==> config.mk <==
export PLATFORM = sky130hd
export DESIGN_NAME = integer_to_ascii_formatter
export DESIGN_NICKNAME = d
export VERILOG_FILES = /design/src/rtl/itoa_pkg.sv /design/src/rtl/itoa_front.sv /design/src/rtl/itoa_fifo.sv /design/src/rtl/itoa_back.sv /design/src/rtl/integer_to_ascii_formatter.sv
export VERILOG_INCLUDE_DIRS = /design/src /design/src/rtl
export SDC_FILE = /design/constraint.sdc
export NUM_CORES = 1
export LEC_CHECK = 0
export BUFFER_PORTS_ARGS = -buffer_cell sky130_fd_sc_hd__clkbuf_2
export CAP_MARGIN = 20
export CORE_MARGIN = 2
export CORE_UTILIZATION = 45
export DETAILED_ROUTE_END_ITERATION = 10
export GPL_TIMING_DRIVEN = 0
export PLACE_DENSITY_LB_ADDON = 0.08
export RECOVER_POWER = 100
export SLEW_MARGIN = 25
export SYNTH_ARGS = -nofsm -noshare
export SYNTH_HDL_FRONTEND = slang
export SYNTH_SLANG_ARGS = --single-unit
==> constraint.sdc <==
create_clock -name clk -period 17.9 [get_ports clk]
set_input_delay 3.58 -clock clk [delete_from_list [all_inputs] [get_ports clk]]
set_output_delay 3.58 -clock clk [all_outputs]
set_load 0.02 [all_outputs]
==> src/rtl/integer_to_ascii_formatter_assert.svh <==
// assertion macros used by the formatter top level
`ifndef INTEGER_TO_ASCII_FORMATTER_ASSERT_SVH
`define INTEGER_TO_ASCII_FORMATTER_ASSERT_SVH

// condition holds in the same cycle
`define ITOA_ASSERT_IMP(label, clk, rst_n, ante, cons) \
	label: assert property (@(posedge clk) disable iff (!rst_n) (ante) |-> (cons)) \
		else $error("itoa assertion failed");

// condition holds in the following cycle
`define ITOA_ASSERT_NXT(label, clk, rst_n, ante, cons) \
	label: assert property (@(posedge clk) disable iff (!rst_n) (ante) |=> (cons)) \
		else $error("itoa assertion failed");

`endif

==> src/rtl/itoa_pkg.sv <==
// types and constants of the integer to ascii formatter
`timescale 1ns / 1ps

package itoa_pkg;

	// format codes
	localparam logic [1:0] FMT_UDEC = 2'd0;
	localparam logic [1:0] FMT_SDEC = 2'd1;
	localparam logic [1:0] FMT_HEX  = 2'd2;
	localparam logic [1:0] FMT_BIN  = 2'd3;

	// character codes
	localparam logic [6:0] CH_NUL   = 7'h00;
	localparam logic [6:0] CH_ZERO  = 7'h30;
	localparam logic [6:0] CH_MINUS = 7'h2D;

	// string lengths of the fixed formats
	localparam logic [5:0] HEX_DIGITS = 6'd8;
	localparam logic [5:0] BIN_DIGITS = 6'd32;

	// reciprocal of ten, product shifted right by RECIP_SHIFT
	localparam logic [31:0] RECIP_TEN   = 32'hCCCC_CCCD;
	localparam int          RECIP_SHIFT = 35;

	localparam logic [6:0] HEX_TABLE [16] = '{
		7'h30, 7'h31, 7'h32, 7'h33, 7'h34, 7'h35, 7'h36, 7'h37,
		7'h38, 7'h39, 7'h41, 7'h42, 7'h43, 7'h44, 7'h45, 7'h46
	};

	typedef struct packed {
		logic [31:0] value;
		logic [1:0]  req_type;
		logic        add_terminator;
	} req_t;

	typedef struct packed {
		logic [6:0] out_char;
		logic [5:0] char_index;
		logic       is_last;
	} rsp_t;

	// classified command passed from front to back
	typedef struct packed {
		logic [31:0] mag;
		logic [1:0]  fmt;
		logic        neg;
		logic        term;
	} cmd_t;

	typedef enum logic [1:0] {
		ST_IDLE,
		ST_MUL,
		ST_SUB,
		ST_EMIT
	} state_t;

	function automatic logic [6:0] hex_char(input logic [3:0] nib);
		return HEX_TABLE[nib];
	endfunction

endpackage

==> src/rtl/itoa_front.sv <==
// front end: classifies a request into sign and magnitude
`timescale 1ns / 1ps

module itoa_front (
	input  itoa_pkg::req_t req,
	output itoa_pkg::cmd_t cmd
);

	logic neg;

	// sign only matters for signed decimal
	assign neg = (req.req_type == itoa_pkg::FMT_SDEC) && req.value[31];

	// magnitude is the unsigned negation for negative values
	always_comb begin
		cmd.fmt  = req.req_type;
		cmd.neg  = neg;
		cmd.term = req.add_terminator;
		cmd.mag  = neg ? (32'd0 - req.value) : req.value;
	end

endmodule

==> src/rtl/itoa_fifo.sv <==
// short command queue between front and back
`timescale 1ns / 1ps

module itoa_fifo #(
	parameter int DEPTH = 2
) (
	input  logic           clk,
	input  logic           arst_n,
	input  logic           push,
	input  itoa_pkg::cmd_t din,
	output logic           full,
	input  logic           pop,
	output logic           valid,
	output itoa_pkg::cmd_t dout
);

	localparam int PW = (DEPTH > 1) ? $clog2(DEPTH) : 1;
	localparam int CW = $clog2(DEPTH + 1);

	itoa_pkg::cmd_t mem_q [DEPTH];
	logic [PW-1:0]  wr_ptr_q;
	logic [PW-1:0]  rd_ptr_q;
	logic [CW-1:0]  count_q;
	logic           do_push;
	logic           do_pop;

	assign full    = (count_q == CW'(DEPTH));
	assign valid   = (count_q != '0);
	assign do_push = push && !full;
	assign do_pop  = pop && valid;
	assign dout    = mem_q[rd_ptr_q];

	// storage write
	always_ff @(posedge clk) begin
		if (do_push) begin
			mem_q[wr_ptr_q] <= din;
		end
	end

	// pointers and fill count
	always_ff @(posedge clk or negedge arst_n) begin
		if (!arst_n) begin
			wr_ptr_q <= '0;
			rd_ptr_q <= '0;
			count_q  <= '0;
		end else begin
			if (do_push) begin
				wr_ptr_q <= (wr_ptr_q == PW'(DEPTH - 1)) ? '0 : wr_ptr_q + 1'b1;
			end
			if (do_pop) begin
				rd_ptr_q <= (rd_ptr_q == PW'(DEPTH - 1)) ? '0 : rd_ptr_q + 1'b1;
			end
			if (do_push && !do_pop) begin
				count_q <= count_q + 1'b1;
			end else if (do_pop && !do_push) begin
				count_q <= count_q - 1'b1;
			end
		end
	end

endmodule

==> src/rtl/itoa_back.sv <==
// back end: decimal digit extraction and character emission
`timescale 1ns / 1ps

module itoa_back (
	input  logic           clk,
	input  logic           arst_n,
	input  logic           cmd_valid,
	input  itoa_pkg::cmd_t cmd,
	output logic           cmd_take,
	output logic           rsp_valid,
	input  logic           rsp_stall,
	output itoa_pkg::rsp_t rsp
);

	localparam int DIGITS = 10;

	itoa_pkg::state_t state_q;
	itoa_pkg::state_t state_nxt;

	logic [31:0] mag_q;
	logic [63:0] prod_q;
	logic [31:0] sh_q;
	logic [1:0]  fmt_q;
	logic        neg_q;
	logic        term_q;
	logic [3:0]  ndig_q;
	logic [3:0]  digs_q [DIGITS];
	logic [5:0]  body_left_q;
	logic [5:0]  idx_q;
	logic        out_valid_q;
	itoa_pkg::rsp_t out_q;

	logic [28:0] quot;
	logic [31:0] quot10;
	logic [31:0] rem_w;
	logic [5:0]  body_dec;
	logic [3:0]  rd_idx;
	logic        is_dec;
	logic        emit;
	logic        last;
	logic [6:0]  ch;

	// quotient and remainder from the registered product
	assign quot   = prod_q[63:itoa_pkg::RECIP_SHIFT];
	assign quot10 = {quot, 3'b000} + {2'b00, quot, 1'b0};
	assign rem_w  = mag_q - quot10;

	assign body_dec = body_left_q - 6'd1;
	assign rd_idx   = body_dec[3:0];
	assign is_dec   = (fmt_q == itoa_pkg::FMT_UDEC) || (fmt_q == itoa_pkg::FMT_SDEC);

	// next state
	always_comb begin
		state_nxt = state_q;
		case (state_q)
			itoa_pkg::ST_IDLE: begin
				if (cmd_valid) begin
					if (cmd.fmt inside {itoa_pkg::FMT_UDEC, itoa_pkg::FMT_SDEC}) begin
						state_nxt = itoa_pkg::ST_MUL;
					end else begin
						state_nxt = itoa_pkg::ST_EMIT;
					end
				end
			end
			itoa_pkg::ST_MUL: state_nxt = itoa_pkg::ST_SUB;
			itoa_pkg::ST_SUB: begin
				state_nxt = (quot == '0) ? itoa_pkg::ST_EMIT : itoa_pkg::ST_MUL;
			end
			itoa_pkg::ST_EMIT: begin
				if (emit && last) begin
					state_nxt = itoa_pkg::ST_IDLE;
				end
			end
			default: state_nxt = itoa_pkg::ST_IDLE;
		endcase
	end

	// control outputs and character select
	always_comb begin
		cmd_take = (state_q == itoa_pkg::ST_IDLE) && cmd_valid;
		emit     = (state_q == itoa_pkg::ST_EMIT) && (!out_valid_q || !rsp_stall);
		last     = (body_left_q == 6'd0) || ((body_left_q == 6'd1) && !term_q);
		if (body_left_q == 6'd0) begin
			ch = itoa_pkg::CH_NUL;
		end else begin
			case (fmt_q)
				itoa_pkg::FMT_HEX: ch = itoa_pkg::hex_char(sh_q[31:28]);
				itoa_pkg::FMT_BIN: ch = itoa_pkg::CH_ZERO | {6'd0, sh_q[31]};
				default: begin
					ch = neg_q ? itoa_pkg::CH_MINUS : (itoa_pkg::CH_ZERO | {3'd0, digs_q[rd_idx]});
				end
			endcase
		end
	end

	// sequencer state and output valid
	always_ff @(posedge clk or negedge arst_n) begin
		if (!arst_n) begin
			state_q     <= itoa_pkg::ST_IDLE;
			out_valid_q <= 1'b0;
		end else begin
			state_q <= state_nxt;
			if (emit) begin
				out_valid_q <= 1'b1;
			end else if (!rsp_stall) begin
				out_valid_q <= 1'b0;
			end
		end
	end

	// datapath registers
	always_ff @(posedge clk) begin
		case (state_q)
			itoa_pkg::ST_IDLE: begin
				if (cmd_valid) begin
					mag_q  <= cmd.mag;
					sh_q   <= cmd.mag;
					fmt_q  <= cmd.fmt;
					neg_q  <= cmd.neg;
					term_q <= cmd.term;
					ndig_q <= '0;
					idx_q  <= '0;
					case (cmd.fmt)
						itoa_pkg::FMT_HEX: body_left_q <= itoa_pkg::HEX_DIGITS;
						itoa_pkg::FMT_BIN: body_left_q <= itoa_pkg::BIN_DIGITS;
						default:           body_left_q <= '0;
					endcase
				end
			end
			itoa_pkg::ST_MUL: begin
				prod_q <= mag_q * itoa_pkg::RECIP_TEN;
			end
			itoa_pkg::ST_SUB: begin
				digs_q[ndig_q] <= rem_w[3:0];
				ndig_q         <= ndig_q + 4'd1;
				mag_q          <= {3'b000, quot};
				body_left_q    <= 6'({5'd0, neg_q} + {2'd0, ndig_q} + 6'd1);
			end
			itoa_pkg::ST_EMIT: begin
				if (emit) begin
					out_q.out_char   <= ch;
					out_q.char_index <= idx_q;
					out_q.is_last    <= last;
					idx_q            <= idx_q + 6'd1;
					if (body_left_q != 6'd0) begin
						body_left_q <= body_dec;
						if (is_dec) begin
							neg_q <= 1'b0;
						end else if (fmt_q == itoa_pkg::FMT_HEX) begin
							sh_q <= {sh_q[27:0], 4'd0};
						end else begin
							sh_q <= {sh_q[30:0], 1'b0};
						end
					end
				end
			end
			default: ;
		endcase
	end

	assign rsp_valid = out_valid_q;
	assign rsp       = out_q;

endmodule

==> src/rtl/integer_to_ascii_formatter.sv <==
// Integer to ASCII formatter. A request is taken into a short queue of QUEUE_DEPTH
// entries; the back end then emits the text one character per cycle while the
// output is not stalled. Hex gives 8 characters, binary 32, plus one for the
// terminator. Decimal first extracts the digits least significant first, each
// digit by a reciprocal multiply by one tenth, then a subtract for the remainder,
// and then emits its characters. The back end serves one item at a time with its
// single divide-by-ten unit and output port: it takes no new command from the
// queue until the last character of the current item has been emitted.
`timescale 1ns / 1ps

`include "integer_to_ascii_formatter_assert.svh"

module integer_to_ascii_formatter #(
	parameter int QUEUE_DEPTH = 2
) (
	input  logic           clk,
	input  logic           arst_n,
	input  logic           req_valid,
	output logic           req_stall,
	input  itoa_pkg::req_t req,
	output logic           rsp_valid,
	input  logic           rsp_stall,
	output itoa_pkg::rsp_t rsp
);

	itoa_pkg::cmd_t front_cmd;
	itoa_pkg::cmd_t queue_cmd;
	logic           queue_full;
	logic           queue_valid;
	logic           back_take;

	assign req_stall = queue_full;

	// front: sign and magnitude
	itoa_front u_front (
		.req (req),
		.cmd (front_cmd)
	);

	// command queue
	itoa_fifo #(
		.DEPTH (QUEUE_DEPTH)
	) u_fifo (
		.clk    (clk),
		.arst_n (arst_n),
		.push   (req_valid),
		.din    (front_cmd),
		.full   (queue_full),
		.pop    (back_take),
		.valid  (queue_valid),
		.dout   (queue_cmd)
	);

	// back: digit extraction and emission
	itoa_back u_back (
		.clk       (clk),
		.arst_n    (arst_n),
		.cmd_valid (queue_valid),
		.cmd       (queue_cmd),
		.cmd_take  (back_take),
		.rsp_valid (rsp_valid),
		.rsp_stall (rsp_stall),
		.rsp       (rsp)
	);

	// the longest string ends at position 32
	`ITOA_ASSERT_IMP(a_last_at_max, clk, arst_n,
		rsp_valid && (rsp.char_index == 6'd32), rsp.is_last)

	// characters of one string follow without gaps and in order
	`ITOA_ASSERT_NXT(a_next_char, clk, arst_n, rsp_valid && !rsp_stall && !rsp.is_last,
		rsp_valid && (rsp.char_index == $past(rsp.char_index) + 6'd1))

	// a new string starts at position zero
	`ITOA_ASSERT_NXT(a_new_string, clk, arst_n, rsp_valid && !rsp_stall && rsp.is_last,
		!rsp_valid || (rsp.char_index == 6'd0))

endmodule

==> out/metrics.csv <==
metric,value,unit
finalCriticalPeriod,9.01,ns
multi_input_area,0.0182,mm²
grt.total_usage,0.244,
route.detailed.drc,0,
synth-compound-area-share,0.0682,
r2r_cells,22,
cts_tree,done,
dieArea,0.0641,mm²
io_buffers,54,
worst-r2r-setup-slack,8.89,ns
crit_fanout,6,
register_area,0.00735,mm²
yosysTopAreaCell,fa_1,
grt_max_degree,30,
wl_met2,35600,µm
finalSetupViolCount,0,
final_nets,3385,
min_from,u_back.idx_q[5]$_SDFFCE_PN0P_,
synth_nets,3300,
floorplan.initialDensity,0.454,
synth_fa_ha_area_frac,0.442,
wl_per_cell,22.1,µm
synth.area.top_cells,"fa_1 28%, edfxtp_1 26%, ha_1 17%",
die_h,253,µm
synthesis.area,0.0279,mm²
antenna_found_initial,1,
grt-ovfl-total,0,
post_cts_buffers,0,
max_cap_viol_count,4,
fill_cells,5788,
cts_root_buf,clkbuf_16,
r2r_end,u_back.prod_q[63]$_DFFE_PP_,
status,"complete, but fails checks",
via_per_inst,5.31,
synth_ff_type,edfxtp_1,
core,0.0616,mm²
critPathLaunch,u_back.mag_q[9]$_DFFE_PP_,
vias,18278,
clkLatencyLatePin,0.51,ns
fmax,111,MHz
die_w,253,µm
row_count,91,
start_kind,flip-flop,
drtPass1Iterations,5,
wl_met3,3490,µm
yosysWarnings,0,
hold_class,flip-flop to flip-flop,
drt_iter0_drc,1246,
gp_congestion,0.971,
ctsHoldBuffers,0,
cts_resized,0,
violations,"capacitance limit, slew limit",
wl_met1,34500,µm
r2r-start,u_back.mag_q[9]$_DFFE_PP_,
grt_pass1_wl,116000,µm
fin_setup_tns,0,ns
synth_edf_count,239,
synth_top_family_by_area,adder cells,
antenna_left,0,
cts_buffer_depth,3,
yosys-mux-area-fraction,0.0338,
cp.required,18.14,ns
fin_crit_sh,0.503,
finClkSkew,0.0108,ns
ios,55,
netlist_instances,2506,
avgSynthCellArea,11.2,µm²
worstSetupEndpoint,u_back.prod_q[63]$_DFFE_PP_,
finalHoldViolations,0,
rsz0062_at_grt,no,
routed.top_layer,met5,
synth_cell_types,82,
worst_ep_arrival_time,9.24,ns
synth_xor_area_frac,0.0398,
slew_headroom,-0.219,
place_hpwl,65600,µm
final_cell_mix,"552 x inv_1, 386 x fa_1, 369 x ha_1",
synth_simple_gate_area_frac,0.0697,
drt-total-wl,75900,µm
clk_pin_slew,0.07,ns
synth_top_area_frac,0.276,
synth_seq_area_share,0.263,
htreeDepth,1,
syn2layout_area_growth,6.81,%
drive_gt1_frac,0.0457,
maxSlewViolCount,61,
worstSetupEndpointType,flip-flop,
synthArstFlopShare,0.0285,
worstMarginPinSlew,1.81,ns
worst-setup-path-type,flip-flop to flip-flop,
mostFrequentLayoutCell,inv_1,
numCtsBuffers,22,
ys_ff_latch,246,
cts_sinks,246,
grt_pass1_vias,18899,
num_antenna_cells,0,
-- metrics by stage --
stage	cells	hold slack [ns]	utilization	worst slack [ns]	area, µm²
global placement	3397	0.461	0.475	9.48	29300
finish	3442	0.480	0.485	8.89	29900
CTS	3442	0.482	0.488	9.47	30100
global route	3442	0.495	0.485	8.64	29900
floorplan	2506	0.449	-	10.84	27900
detailed placement	3404	0.466	0.477	9.48	29400
-- synthesized netlist by cell type (5+ instances only) --
cell type,instances
inv_1,552
fa_1,386
ha_1,369
edfxtp_1,239
nand2_1,134
nor2_1,109
a21oi_1,100
xor2_1,66
xnor2_1,61
mux2_2,52
clkbuf_1,39
o21ai_0,38
a21o_1,37
a31oi_1,30
a211oi_1,19
mux2i_1,18
nor3_1,17
nand3_1,16
nand2b_1,15
nor4_1,15
and2_1,14
nand4_1,14
o21ai_1,11
and3_1,9
nor2b_1,9
or3_1,9
mux4_2,8
o211ai_1,8
buf_1,7
dfrtp_1,7
o21bai_1,7
nor3b_1,5
-- cell families after synthesis --
logic type / after synthesis
fa+ha+maj: 755
buf+inv: 607
simple gates: 397
compound gates: 296
flops: 246
xor+xnor: 127
mux: 78
-- worst min path at each step --
| stage | end | slack [ns] | depth (start not counted) |
|---|---|---|---|
| after detailed placement | u_back.rsp[6]$_DFFE_PP_ | 0.47 | 0 |
| after global placement | u_back.rsp[6]$_DFFE_PP_ | 0.46 | 0 |
| after floorplan | u_back.rsp[6]$_DFFE_PP_ | 0.45 | 0 |
| after CTS | u_back.rsp[6]$_DFFE_PP_ | 0.48 | 0 |
| after global routing | u_back.rsp[6]$_DFFE_PP_ | 0.50 | 0 |
| final | u_back.rsp[6]$_DFFE_PP_ | 0.48 | 0 |
-- critical path, stage by stage, from the launching register on --
cell,delay [ns]
edfxtp_1,0.64
ha_1,0.50
clkbuf_1,0.46
xor2_1,0.14
ha_1,0.34
fa_1,0.51
inv_1,0.05
fa_1,0.48
fa_1,0.55
inv_1,0.05
fa_1,0.49
fa_1,0.42
fa_1,0.55
ha_1,0.40
nand3_1,0.14
or3_1,0.40
nor3_1,0.37
o311ai_0,0.65
a21oi_4,0.44
o21ai_0,0.26
a31oi_4,0.25
nor4b_1,0.07
or4_1,0.54
-- state kept, by name, summed over array words and instances (netlist names) --
signal              count
u_back.body_left_q      6
u_back.digs_q          40
u_back.fmt_q            2
u_back.idx_q            6
u_back.mag_q           32
u_back.ndig_q           4
u_back.neg_q            1
u_back.prod_q          29
u_back.rsp             14
u_back.rsp_valid        1
u_back.sh_q            32
u_back.state_q          2
u_back.term_q           1
u_fifo.count_q          2
u_fifo.mem_q           72
u_fifo.rd_ptr_q         1
u_fifo.wr_ptr_q         1
-- layout make-up --
cell class	instances	area share
multi-input combinational	1653	0.609
sequential	246	0.246
inverter	552	0.0694
tap	837	0.0351
clock buffer	29	0.0200
timing repair buffer	61	0.00897
buffer	55	0.00897
clock inverter	9	0.00214
-- routing by layer --
| layer | vias to the layer above | global-route usage |
|---|---|---|
| met1 | 9308 | 0.348 |
| met2 | 463 | 0.396 |
| met5 | - | 0 |
| met4 | 2 | 0.0587 |
| met3 | 97 | 0.0297 |
| li1 | 8408 | - |
Power is not shown: default switching activity piles up to over one toggle a cycle in this logic, so the estimate is an artifact.
